<file path="config.mk">
export PLATFORM = sky130hd
export DESIGN_NAME = sliding_window_maximum_flat
export DESIGN_NICKNAME = d
export VERILOG_FILES = /design/src/sv/swm_pkg.sv /design/src/sv/swm_if.sv /design/src/sv/swm_ram.sv /design/src/sv/swm_cmp.sv /design/src/sv/sliding_window_maximum.sv /design/src/flat_wrapper.sv
export SDC_FILE = /design/constraint.sdc
export NUM_CORES = 2
export LEC_CHECK = 0
export BUFFER_PORTS_ARGS = -buffer_cell sky130_fd_sc_hd__clkbuf_2
export CORE_MARGIN = 2
export CORE_UTILIZATION = 35
export CTS_CLUSTER_SIZE = 24
export DETAILED_ROUTE_END_ITERATION = 12
export SLEW_MARGIN = 10
export SYNTH_ARGS = -nofsm -noshare
export SYNTH_HDL_FRONTEND = slang
export SYNTH_HIERARCHICAL = 1
export SYNTH_SLANG_ARGS = --single-unit
</file>
<file path="constraint.sdc">
create_clock -name clock -period 8.3 [get_ports clock]
set_clock_uncertainty 0.2 [all_clocks]
set_input_delay 2.075 -clock clock [delete_from_list [all_inputs] [get_ports clock]]
set_output_delay 2.075 -clock clock [all_outputs]
set_load 0.01 [all_outputs]
</file>
<file path="src/sv/swm_pkg.sv">
// Shared constants, types and ring helpers for the sliding window maximum block.
`default_nettype none
package swm_pkg;

   localparam int WINDOW_MAX  = 64;
   localparam int SAMPLE_BITS = 16;
   localparam int POS_BITS    = 16;
   localparam int SIZE_BITS   = 7;
   localparam int ADDR_BITS   = (WINDOW_MAX > 1) ? $clog2(WINDOW_MAX) : 1;
   localparam int CNT_BITS    = $clog2(WINDOW_MAX + 1);
   localparam int ENTRY_BITS  = SAMPLE_BITS + POS_BITS;

   typedef logic [ADDR_BITS-1:0]          addr_type;
   typedef logic [CNT_BITS-1:0]           cnt_type;
   typedef logic [POS_BITS-1:0]           pos_type;
   typedef logic [SIZE_BITS-1:0]          size_type;
   typedef logic signed [SAMPLE_BITS-1:0] sample_type;

   typedef enum logic [0:0] {
      CMP_AGE   = 1'b0,
      CMP_VALUE = 1'b1
   } cmp_mode_type;

   typedef struct packed {
      cmp_mode_type mode;
      pos_type      pos_now;
      pos_type      entry_pos;
      cnt_type      window;
      sample_type   entry_value;
      sample_type   sample;
   } cmp_req_type;

   function automatic addr_type ring_add(addr_type base, cnt_type offset);
      int s;
      s = int'(base) + int'(offset);
      if (s >= WINDOW_MAX) begin
         s = s - WINDOW_MAX;
      end
      return addr_type'(s);
   endfunction

   function automatic cnt_type clamp_window(size_type raw);
      cnt_type k;
      if (raw == '0) begin
         k = cnt_type'(1);
      end else if (int'(raw) > WINDOW_MAX) begin
         k = cnt_type'(WINDOW_MAX);
      end else begin
         k = cnt_type'(raw);
      end
      return k;
   endfunction

endpackage
`default_nettype wire

</file>
<file path="src/sv/swm_if.sv">
// Valid/ready channel interfaces for samples, results and the window size register.
`default_nettype none
interface swm_req_if;
   import swm_pkg::*;
   logic       valid;
   logic       ready;
   sample_type sample;
   logic       end_of_stream;
   modport source (output valid, output sample, output end_of_stream, input ready);
   modport sink (input valid, input sample, input end_of_stream, output ready);
endinterface

interface swm_rsp_if;
   import swm_pkg::*;
   logic       valid;
   logic       ready;
   sample_type window_max;
   logic       last_of_stream;
   modport source (output valid, output window_max, output last_of_stream, input ready);
   modport sink (input valid, input window_max, input last_of_stream, output ready);
endinterface

interface swm_csr_if;
   import swm_pkg::*;
   logic     valid;
   logic     ready;
   size_type window_size;
   modport source (output valid, output window_size, input ready);
   modport sink (input valid, input window_size, output ready);
endinterface
`default_nettype wire

</file>
<file path="src/sv/swm_ram.sv">
// Generic single-port-write, single-port-read RAM with registered read data.
`default_nettype none
module swm_ram #(
   parameter int WIDTH = 32,
   parameter int DEPTH = 64
) (
   input  wire logic                                    clock,
   input  wire logic                                    wr_en,
   input  wire logic [((DEPTH > 1) ? $clog2(DEPTH) : 1)-1:0] wr_addr,
   input  wire logic [WIDTH-1:0]                        wr_data,
   input  wire logic [((DEPTH > 1) ? $clog2(DEPTH) : 1)-1:0] rd_addr,
   output logic      [WIDTH-1:0]                        rd_data
);

   logic [WIDTH-1:0] mem_ff [DEPTH];
   logic [WIDTH-1:0] rd_data_ff;

   always_ff @(posedge clock) begin
      if (wr_en) begin
         mem_ff[wr_addr] <= wr_data;
      end
      rd_data_ff <= mem_ff[rd_addr];
   end

   assign rd_data = rd_data_ff;

endmodule
`default_nettype wire

</file>
<file path="src/sv/swm_cmp.sv">
// Shared decision unit: front entry age against the window, or back value against the sample.
`default_nettype none
module swm_cmp import swm_pkg::*; (
   input  wire cmp_req_type cmp_req,
   output logic             hit
);

   pos_type age;

   assign age = cmp_req.pos_now - cmp_req.entry_pos;

   always_comb begin
      case (cmp_req.mode)
         CMP_AGE:   hit = (age >= POS_BITS'(cmp_req.window));
         CMP_VALUE: hit = (cmp_req.entry_value < cmp_req.sample);
         default:   hit = 1'b0;
      endcase
   end

endmodule
`default_nettype wire

</file>
<file path="src/sv/sliding_window_maximum.sv">
// Top level: monotonic deque sequencer for the sliding window maximum.
// Each sample steps through front reads and age checks, evicting stale candidates,
// then back reads and value checks, popping smaller ones, then push, output read and output.
// Throughput: one sample at a time; a new sample is taken only back in the idle state,
// and a result still waiting on the output holds the block.
// Reset (synchronous, active high) empties the deque and sets the window size to 1.
`default_nettype none
module sliding_window_maximum import swm_pkg::*; (
   input  wire logic  clock,
   input  wire logic  reset,
   swm_req_if.sink    req_chan,
   swm_rsp_if.source  rsp_chan,
   swm_csr_if.sink    csr_chan
);

   typedef enum logic [7:0] {
      S_IDLE    = 8'b0000_0001,
      S_EV_RD   = 8'b0000_0010,
      S_EV_CHK  = 8'b0000_0100,
      S_POP_RD  = 8'b0000_1000,
      S_POP_CHK = 8'b0001_0000,
      S_PUSH    = 8'b0010_0000,
      S_OUT_RD  = 8'b0100_0000,
      S_OUT     = 8'b1000_0000
   } state_type;

   state_type   state_ff, state_in;
   addr_type    head_ff, head_in;
   cnt_type     count_ff, count_in;
   cnt_type     fill_ff, fill_in;
   pos_type     pos_ff, pos_in;
   size_type    window_size_ff, window_size_in;
   sample_type  sample_ff, sample_in;
   logic        eos_ff, eos_in;
   logic        rsp_valid_ff, rsp_valid_in;
   sample_type  rsp_max_ff, rsp_max_in;
   logic        rsp_last_ff, rsp_last_in;

   cnt_type     window;
   addr_type    back_addr;
   addr_type    rd_addr;
   addr_type    wr_addr;
   logic        wr_en;
   logic [ENTRY_BITS-1:0] wr_data;
   logic [ENTRY_BITS-1:0] rd_data;
   sample_type  entry_value;
   pos_type     entry_pos;
   cmp_req_type cmp_req;
   logic        hit;
   logic        ring_full;
   logic        has_result;
   logic        rsp_load;
   logic        finish;

   assign window      = clamp_window(window_size_ff);
   assign back_addr   = ring_add(head_ff, count_ff - cnt_type'(1));
   assign ring_full   = (count_ff == cnt_type'(WINDOW_MAX));
   assign entry_value = sample_type'(rd_data[ENTRY_BITS-1:POS_BITS]);
   assign entry_pos   = rd_data[POS_BITS-1:0];

   assign rd_addr = (state_ff == S_POP_RD) ? back_addr : head_ff;
   assign wr_en   = (state_ff == S_PUSH);
   assign wr_addr = ring_full ? head_ff : ring_add(head_ff, count_ff);
   assign wr_data = {sample_ff, pos_ff};

   swm_ram #(
      .WIDTH (ENTRY_BITS),
      .DEPTH (WINDOW_MAX)
   ) u_cand_ram (
      .clock   (clock),
      .wr_en   (wr_en),
      .wr_addr (wr_addr),
      .wr_data (wr_data),
      .rd_addr (rd_addr),
      .rd_data (rd_data)
   );

   always_comb begin
      cmp_req.mode        = (state_ff == S_POP_CHK) ? CMP_VALUE : CMP_AGE;
      cmp_req.pos_now     = pos_ff;
      cmp_req.entry_pos   = entry_pos;
      cmp_req.window      = window;
      cmp_req.entry_value = entry_value;
      cmp_req.sample      = sample_ff;
   end

   swm_cmp u_cmp (
      .cmp_req (cmp_req),
      .hit     (hit)
   );

   assign has_result = (fill_ff >= window);
   assign rsp_load   = (state_ff == S_OUT) && has_result && (!rsp_valid_ff || rsp_chan.ready);
   assign finish     = (state_ff == S_OUT) && (!has_result || rsp_load);

   assign req_chan.ready = (state_ff == S_IDLE);
   assign csr_chan.ready = 1'b1;

   assign rsp_chan.valid          = rsp_valid_ff;
   assign rsp_chan.window_max     = rsp_max_ff;
   assign rsp_chan.last_of_stream = rsp_last_ff;

   always_comb begin
      state_in       = state_ff;
      head_in        = head_ff;
      count_in       = count_ff;
      fill_in        = fill_ff;
      pos_in         = pos_ff;
      sample_in      = sample_ff;
      eos_in         = eos_ff;
      window_size_in = window_size_ff;
      if (csr_chan.valid) begin
         window_size_in = csr_chan.window_size;
      end
      case (state_ff)
         S_IDLE: begin
            if (req_chan.valid) begin
               sample_in = req_chan.sample;
               eos_in    = req_chan.end_of_stream;
               state_in  = S_EV_RD;
            end
         end
         S_EV_RD: begin
            state_in = (count_ff == '0) ? S_PUSH : S_EV_CHK;
         end
         S_EV_CHK: begin
            if (hit) begin
               head_in  = ring_add(head_ff, cnt_type'(1));
               count_in = count_ff - cnt_type'(1);
               state_in = S_EV_RD;
            end else begin
               state_in = S_POP_RD;
            end
         end
         S_POP_RD: begin
            state_in = (count_ff == '0) ? S_PUSH : S_POP_CHK;
         end
         S_POP_CHK: begin
            if (hit) begin
               count_in = count_ff - cnt_type'(1);
               state_in = S_POP_RD;
            end else begin
               state_in = S_PUSH;
            end
         end
         S_PUSH: begin
            if (ring_full) begin
               head_in = ring_add(head_ff, cnt_type'(1));
            end else begin
               count_in = count_ff + cnt_type'(1);
            end
            pos_in = pos_ff + pos_type'(1);
            if (fill_ff < cnt_type'(WINDOW_MAX)) begin
               fill_in = fill_ff + cnt_type'(1);
            end
            state_in = S_OUT_RD;
         end
         S_OUT_RD: begin
            state_in = S_OUT;
         end
         S_OUT: begin
            if (finish) begin
               state_in = S_IDLE;
               if (eos_ff) begin
                  head_in  = '0;
                  count_in = '0;
                  fill_in  = '0;
                  pos_in   = '0;
               end
            end
         end
         default: begin
            state_in = S_IDLE;
         end
      endcase
   end

   always_comb begin
      rsp_valid_in = rsp_valid_ff;
      rsp_max_in   = rsp_max_ff;
      rsp_last_in  = rsp_last_ff;
      if (rsp_load) begin
         rsp_valid_in = 1'b1;
         rsp_max_in   = entry_value;
         rsp_last_in  = eos_ff;
      end else if (rsp_chan.ready) begin
         rsp_valid_in = 1'b0;
      end
   end

   always_ff @(posedge clock) begin
      if (reset) begin
         state_ff       <= S_IDLE;
         head_ff        <= '0;
         count_ff       <= '0;
         fill_ff        <= '0;
         pos_ff         <= '0;
         window_size_ff <= size_type'(1);
         rsp_valid_ff   <= 1'b0;
      end else begin
         state_ff       <= state_in;
         head_ff        <= head_in;
         count_ff       <= count_in;
         fill_ff        <= fill_in;
         pos_ff         <= pos_in;
         window_size_ff <= window_size_in;
         rsp_valid_ff   <= rsp_valid_in;
      end
   end

   always_ff @(posedge clock) begin
      sample_ff   <= sample_in;
      eos_ff      <= eos_in;
      rsp_max_ff  <= rsp_max_in;
      rsp_last_ff <= rsp_last_in;
   end

   // The deque never holds more candidates than the ring has entries.
   a_count_bound: assert property (@(posedge clock) disable iff (reset)
      count_ff <= cnt_type'(WINDOW_MAX))
      else $error("deque count exceeds ring depth");

   // A check state is only entered with a candidate to compare against.
   a_check_nonempty: assert property (@(posedge clock) disable iff (reset)
      (state_ff == S_EV_CHK || state_ff == S_POP_CHK) |-> (count_ff != '0))
      else $error("compare step on an empty deque");

   // An accepted transaction always starts with a front read.
   a_accept_start: assert property (@(posedge clock) disable iff (reset)
      (req_chan.valid && req_chan.ready) |=> (state_ff == S_EV_RD))
      else $error("accepted transaction did not start the eviction step");

   // A result is only loaded while a full window has been seen.
   a_result_fill: assert property (@(posedge clock) disable iff (reset)
      rsp_load |-> (fill_ff != '0) && (state_ff == S_OUT))
      else $error("result loaded without a filled window");

endmodule
`default_nettype wire

</file>
<file path="src/flat_wrapper.sv">
// flat-port wrapper written by rule: the top's interface ports become plain ports
module sliding_window_maximum_flat import swm_pkg::*;
  (clock, reset, req_chan_valid, req_chan_sample, req_chan_end_of_stream, req_chan_ready, rsp_chan_valid, rsp_chan_window_max, rsp_chan_last_of_stream, rsp_chan_ready, csr_chan_valid, csr_chan_window_size, csr_chan_ready);
  swm_req_if req_chan_i ();
  swm_rsp_if rsp_chan_i ();
  swm_csr_if csr_chan_i ();
  input  wire logic clock;
  input  wire logic reset;
  input wire logic [$bits(req_chan_i.valid)-1:0] req_chan_valid;
  input wire logic [$bits(req_chan_i.sample)-1:0] req_chan_sample;
  input wire logic [$bits(req_chan_i.end_of_stream)-1:0] req_chan_end_of_stream;
  output wire logic [$bits(req_chan_i.ready)-1:0] req_chan_ready;
  output wire logic [$bits(rsp_chan_i.valid)-1:0] rsp_chan_valid;
  output wire logic [$bits(rsp_chan_i.window_max)-1:0] rsp_chan_window_max;
  output wire logic [$bits(rsp_chan_i.last_of_stream)-1:0] rsp_chan_last_of_stream;
  input wire logic [$bits(rsp_chan_i.ready)-1:0] rsp_chan_ready;
  input wire logic [$bits(csr_chan_i.valid)-1:0] csr_chan_valid;
  input wire logic [$bits(csr_chan_i.window_size)-1:0] csr_chan_window_size;
  output wire logic [$bits(csr_chan_i.ready)-1:0] csr_chan_ready;
  assign req_chan_i.valid = req_chan_valid;
  assign req_chan_i.sample = req_chan_sample;
  assign req_chan_i.end_of_stream = req_chan_end_of_stream;
  assign req_chan_ready = req_chan_i.ready;
  assign rsp_chan_valid = rsp_chan_i.valid;
  assign rsp_chan_window_max = rsp_chan_i.window_max;
  assign rsp_chan_last_of_stream = rsp_chan_i.last_of_stream;
  assign rsp_chan_i.ready = rsp_chan_ready;
  assign csr_chan_i.valid = csr_chan_valid;
  assign csr_chan_i.window_size = csr_chan_window_size;
  assign csr_chan_ready = csr_chan_i.ready;
  sliding_window_maximum u_core (.clock(clock), .reset(reset), .req_chan(req_chan_i), .rsp_chan(rsp_chan_i), .csr_chan(csr_chan_i));
endmodule
</file>
# == Word level (Yosys, flattened, before mapping) ==
# Memories as Yosys holds them, arrays and structs flattened. A register that Yosys moved wholly into a read port is not among the register bits.
# Cells that the tools add are included.
# totals
ff_bits,86
mem_bits_rw,2048
input_bits,29
out_inout_bits,20
wordCells,104
n_memories,1
# memory_table
name,depth,width,rd,rd_ports_with_merged_regs,write_ports,line,text
u_core.u_cand_ram.mem_ff,64,32,1,1,1,swm_ram.sv:15,logic [WIDTH-1:0] mem_ff [DEPTH];
# classes
n_addsub,11
order_cmp,8
eq_ne,17
muxes,35
bitwise,1
reduce_logical,20
# op_table
op,count
$mux 6,12
$pmux 8 s8,1
$mux 7,7
$mux 16,2
$pmux 16 s2,1
$pmux 7 s3,1
$pmux 6 s3,1
$sub 6x1->6 const B,3
$add 16x1->16 const B,1
$add 6x7->8,2
$ge 16x7->1,1
$ge 8x7->1 const B,2
$lt 16x16->1,1
$mux 8,2
$sub 16x16->16,1
$add 7x1->7 const B,2
$logic_not 7->1,2
$pmux 7 s2,1
$ne 2x1->1 const B,6
$reduce_and 5->1,2
$eq 8x1->1 const B,1
$eq 8x2->1 const B,1
$eq 8x3->1 const B,1
$eq 8x4->1 const B,1
25 further kinds,37

# == Depth between registers and ports, before layout ==
# depth
ltp_word,10
depth_mapped,21
depth_no_buf,20

# == Modules after synthesis ==
# The synthesis kept the hierarchy.
# modules_own_cells
mod,instances,cells_each,area_each_um2,seq_area_each_um2
swm_ram,1,3324,78515.3,62139.6
sliding_window_maximum,1,446,4347.9,2062.0
swm_cmp,1,194,1383.8,0.0

# == Worst setup path after synthesis ==
# No wires, ideal clock.
# synth_path
kind,flip-flop to flip-flop
from,register u_core.pos_ff[0]
to,register u_core.head_ff[3]
setup_time_ns,0.125
t_arrival_ns,5.199
required_ns,7.975
setup_slack_ns,2.776
path_stages_with_launch,20
path_buffers,0
period_less_slack_ns,5.524
cell_sequence,dfxtp_1 inv_1 ha_1 fa_1 nor2b_1 o2111ai_1 nand3b_1 xor2_1 ha_1 and2_2 a2111oi_2 o2111ai_1 or4_1 a2111oi_2 a41oi_1 nor4_1 a31oi_4 nand2_2 or4_1 a21oi_1
# synth_via
elab_chain_cells,5
# synth_rtl
item,line,text
"start, declared",sliding_window_maximum.sv:31,"pos_type pos_ff, pos_in;"
"start signal, assigned",sliding_window_maximum.sv:205,pos_ff <= pos_in;
$sub 16x16->16,swm_cmp.sv:10,assign age = cmp_req.pos_now - cmp_req.entry_pos;
$ge 16x7->1,swm_cmp.sv:14,CMP_AGE: hit = (age >= POS_BITS'(cmp_req.window));
$pmux 1 s2,swm_cmp.sv:13,case (cmp_req.mode)
net u_core.hit,sliding_window_maximum.sv:49,logic hit;
$ne 2x1->1 (no source line),-,
$reduce_and 5->1 (no source line),-,
"end signal, assigned",sliding_window_maximum.sv:202,head_ff <= head_in;
"end, declared",sliding_window_maximum.sv:28,"addr_type head_ff, head_in;"
# The timed path passes the listed nets, and every way through them passes these cells.
# A chain may end at the register's enable or synchronous reset.

# == Worst setup path in the final report ==
# layout_path
from,register u_core.state_ff[7]
to,"register u_core.u_cand_ram.rd_data_ff[21] (netlist: u_core/u_cand_ram/rd_data[21]), read port of u_core.u_cand_ram.mem_ff"
# layout_via
elab_chain_cells,2
# layout_rtl
item,line,text
"start, declared",sliding_window_maximum.sv:27,"state_type state_ff, state_in;"
"start signal, assigned",sliding_window_maximum.sv:201,state_ff <= state_in;
$eq 8x4->1,sliding_window_maximum.sv:61,assign rd_addr = (state_ff == S_POP_RD) ? back_addr : head_ff;
$mux 6,sliding_window_maximum.sv:61,
net u_core.rd_addr[1],sliding_window_maximum.sv:41,addr_type rd_addr;
"end, declared",swm_ram.sv:16,logic [WIDTH-1:0] rd_data_ff;
# The timed path passes the listed nets, and every way through them passes these cells.

==> flow_metrics.py <==
metrics = {
    "yosys": {
        "yosysMostFrequentCell": "edfxtp_1",
        "synth.avg_cell_area_sq_um": 21.3,
        "synth_seq_cells": 2166,
        "synth_edf_count": 2082,
        "ys_warn_count": 6,
        "async_flop_share_pct": 0,
        "synth.distinct_cells": 84,
        "yosys-top-cells-area": "edfxtp_1, mux4_2, dfxtp_1, mux2i_1, nor2_1",
        "synth_top_area_share_pct": 74.2,
        "synth_common_cells": "edfxtp_1, mux4_2, nor2_1, mux2i_1, a21oi_1",
        "netlist_instances": 3964,
        "ys.flop_type": "edfxtp_1",
        "synth_top_area_cell": "edfxtp_1",
        "ys_seq_area_share_pct": 76.2,
        "synth_fp_nets": 4055,
        "synth_area_sq_um": 84200,
    },
    "clocking": {
        "htreeDepth": 4,
        "cts_root_buffer": "clkbuf_16",
        "post-cts-setup-buffers": 0,
        "cts-hold-fix-buffers": 0,
        "cts-buffers-inserted": 211,
        "cts_resized": 0,
        "clockBufferDepth": 3,
        "numClockSinks": 2166,
        "clkLatencyLatePin_ns": 0.85,
        "tritoncts": "built",
        "cts.clk_slew.worst_paths_ns": 0.06,
    },
    "sta": {
        "worstMarginPinSlew_ns": 1.27,
        "hold_violations": 0,
        "slew_headroom_pct": 15.6,
        "fin_hold_ws_ns": 0.283,
        "drv_slew": 0,
        "rsz0062_at_grt": "false",
        "fin_setup_tns_ns": 0,
        "max_freq_mhz": 156,
        "setup_ws_ns": 1.90,
        "min_period_ns": 6.40,
        "setup_violations": 0,
        "fin_crit_sh_pct": 77.2,
    },
    "routing": {
        "drc": 0,
        "vias": 41990,
        "drt-total-wl_microns": 228000,
        "routedWlPerCell_microns": 30.2,
        "viasPerCell": 5.56,
        "drtIter0Drc": 5316,
        "antenna_left": 0,
        "drt_first_pass_iters": 5,
    },
    "grt": {
        "antenna_found_initial": 17,
        "grt_pass1_wl_microns": 321000,
        "overflow": 0,
        "grt_max_degree": 92,
        "track_usage_pct": 18.5,
        "grt_pass1_vias": 41531,
    },
    "floorplanning": {
        "die_w_microns": 495,
        "die_area_sq_um": 245000,
        "start_util_pct": 35.1,
        "io_pins": 49,
        "fp.dieH_microns": 495,
        "coreArea_sq_um": 240000,
        "fp-row-count": 180,
    },
    "setup_path": {
        "crit_path_cell_trace": "or4_4, nor3_1, nand3b_1, mux2_8, buf_4, buf_4, mux4_2, o221ai_1, a21oi_1, a21oi_1, nor2_1",
        "cp_slowest_cell": "mux2_8",
        "required_ns": 8.78,
        "cp.depth": 11,
        "rr_worst_depth": 11,
        "path_class": "reg2reg",
        "worstSetupEndpointType": "flip-flop",
        "crit_family": "simple AND/OR/NAND/NOR gates",
        "endpoint": "u_core/u_cand_ram/rd_data[21]$_DFF_P_",
        "r2r_start": "u_core/state_ff[7]$_SDFFE_PP0P_",
        "cpPeakStageDelay_ns": 0.92,
        "startpoint": "u_core/state_ff[7]$_SDFFE_PP0P_",
        "reg2reg_slack_ns": 1.90,
        "r2r-end": "u_core/u_cand_ram/rd_data[21]$_DFF_P_",
        "cp_max_fo": 63,
        "cp.buffers_inverters": 2,
        "start_kind": "flip-flop",
        "arrival_ns": 6.88,
    },
    "power_and_ir_drop": {
        "p_leak_nw": 29.1,
        "peakVddDrop_mv": 0.185,
        "power_per_cell_area_nw_per_um2": 227,
    },
    "placement": {
        "dpl_worst_slack_ns": 2.06,
        "numPortBuffers": 47,
        "dp.cells": 7150,
        "hpwl_microns": 129000,
        "gp_congestion": 0.809,
    },
    "layout": {
        "nets": 4269,
        "area_delta_synth_final_pct": 14.1,
        "fin_util_pct": 40.1,
        "drive_gt1_share_pct": 26.2,
        "fillers": 20982,
        "final_cells": 7555,
    },
    "hold_path": {
        "hold_depth": 0,
        "hold_class": "reg2reg",
    },
    "flow_run": {
        "drv_cap": 0,
    },
    "run_status": {
        "status": "complete, no violations",
    },
}
-- metal layers --
layer  share of wire [%]  GRT usage, %  vias up
li1                    -             -    17007
met1                  41          25.6    22764
met2                  48          29.6     1924
met3                 8.7          4.12      289
met4                 2.6          4.92        6
met5               0.029             0        -
-- flip-flops by register name, summed over array words and instances, names as in the netlist --
register and count:
u_core/count_ff 7, u_core/eos_ff 1, u_core/fill_ff 7, u_core/head_ff 6, u_core/pos_ff 16, u_core/rsp_chan.last_of_stream 1, u_core/rsp_chan.valid 1, u_core/rsp_chan.window_max 16
u_core/sample_ff 16, u_core/state_ff 8, u_core/u_cand_ram/mem_ff 2048, u_core/u_cand_ram/rd_data 32, u_core/window_size_ff 7
-- power breakdown --
| group | switching, mW | internal [mW] | total [mW] |
|---|---|---|---|
| clock network | 4.12 | 5.25 | 9.38 |
| registers | 0.0193 | 12.0 | 12.1 |
| logic | 0.324 | 0.0637 | 0.388 |
-- worst reg2reg max path, delay by kind of cell, from the launching register on --
kind,cells,cell delay (ns)
muxes,2,1.55
and+or+nand+nor,4,1.52
buffers and inverters,2,1.37
AOI/OAI and AO/OA,3,1.29
DFF,1,0.34
-- stage by stage --
step           total power [mW]  cell area, sq um
2_1_floorplan              12.5             84200
3_3_place_gp               12.7             89400
3_5_place_dp               12.7             89400
4_1_cts                    22.0             96100
5_1_grt                    22.4             96100
6_report                   21.8             96100
-- layout by cell type (no fill, tap or decap), types with 9 or more instances in the layout --
cell type,synthesis,final
a22oi_1,12,12
o21ai_0,22,21
buf_4,27,146
xor2_1,22,21
o22ai_1,86,86
nand2_1,68,68
nor2_1,200,137
and3_1,13,13
dfxtp_2,0,16
xnor2_1,18,18
bufinv_16,0,15
ha_1,59,59
mux2i_1,103,103
buf_12,0,9
clkbuf_16,0,213
dfxtp_1,84,68
nand2b_1,16,15
clkbuf_1,87,53
edfxtp_1,2082,2082
clkinv_2,0,34
nand4_1,12,12
nand3_1,21,21
clkbuf_2,0,47
nor3_1,20,18
mux4_2,544,544
inv_1,62,62
nor2_4,0,62
a21oi_1,102,101
nor2b_1,20,20
o221ai_1,28,28
clkinv_1,1,56
nand3b_1,11,11
-- how the worst min path moves through the flow --
stage / from / to
floorplan: u_core/u_cand_ram/rd_data[16]$_DFF_P_ / u_core/rsp_chan.window_max[0]$_DFFE_PP_
global placement: u_core/eos_ff$_DFFE_PP_ / u_core/rsp_chan.last_of_stream$_DFFE_PP_
detailed placement: u_core/eos_ff$_DFFE_PP_ / u_core/rsp_chan.last_of_stream$_DFFE_PP_
CTS: u_core/eos_ff$_DFFE_PP_ / u_core/rsp_chan.last_of_stream$_DFFE_PP_
global route: u_core/eos_ff$_DFFE_PP_ / u_core/rsp_chan.last_of_stream$_DFFE_PP_
finish: u_core/eos_ff$_DFFE_PP_ / u_core/rsp_chan.last_of_stream$_DFFE_PP_
-- kinds of logic after synthesis --
family | after synthesis | synth area share [%]
DFF | 2166 | 76.2
muxes | 650 | 15.8
and+or+nand+nor | 435 | 2.47
AOI/OAI and AO/OA | 344 | 2.69
buffers and inverters | 266 | 1.46
adders and majority gates | 62 | 0.948
xor gates and xnor gates | 40 | 0.416
other | 1 | 0.00445
-- area by class of cell --
| class | instances | area (sq um) | share of cell area (%) |
|---|---|---|---|
| flip-flops and latches | 2166 | 64200 | 66.8 |
| clock buffers | 272 | 5610 | 5.84 |
| well taps | 3185 | 3990 | 4.15 |
| inverters | 65 | 258 | 0.268 |
| diodes | 8 | 20.0 | 0.0208 |
| multi-input cells | 1532 | 19400 | 20.2 |
| repair buffers | 202 | 1510 | 1.57 |
| clock inverters | 125 | 1120 | 1.17 |
No activity file was read; power rests on OpenSTA's default activity.
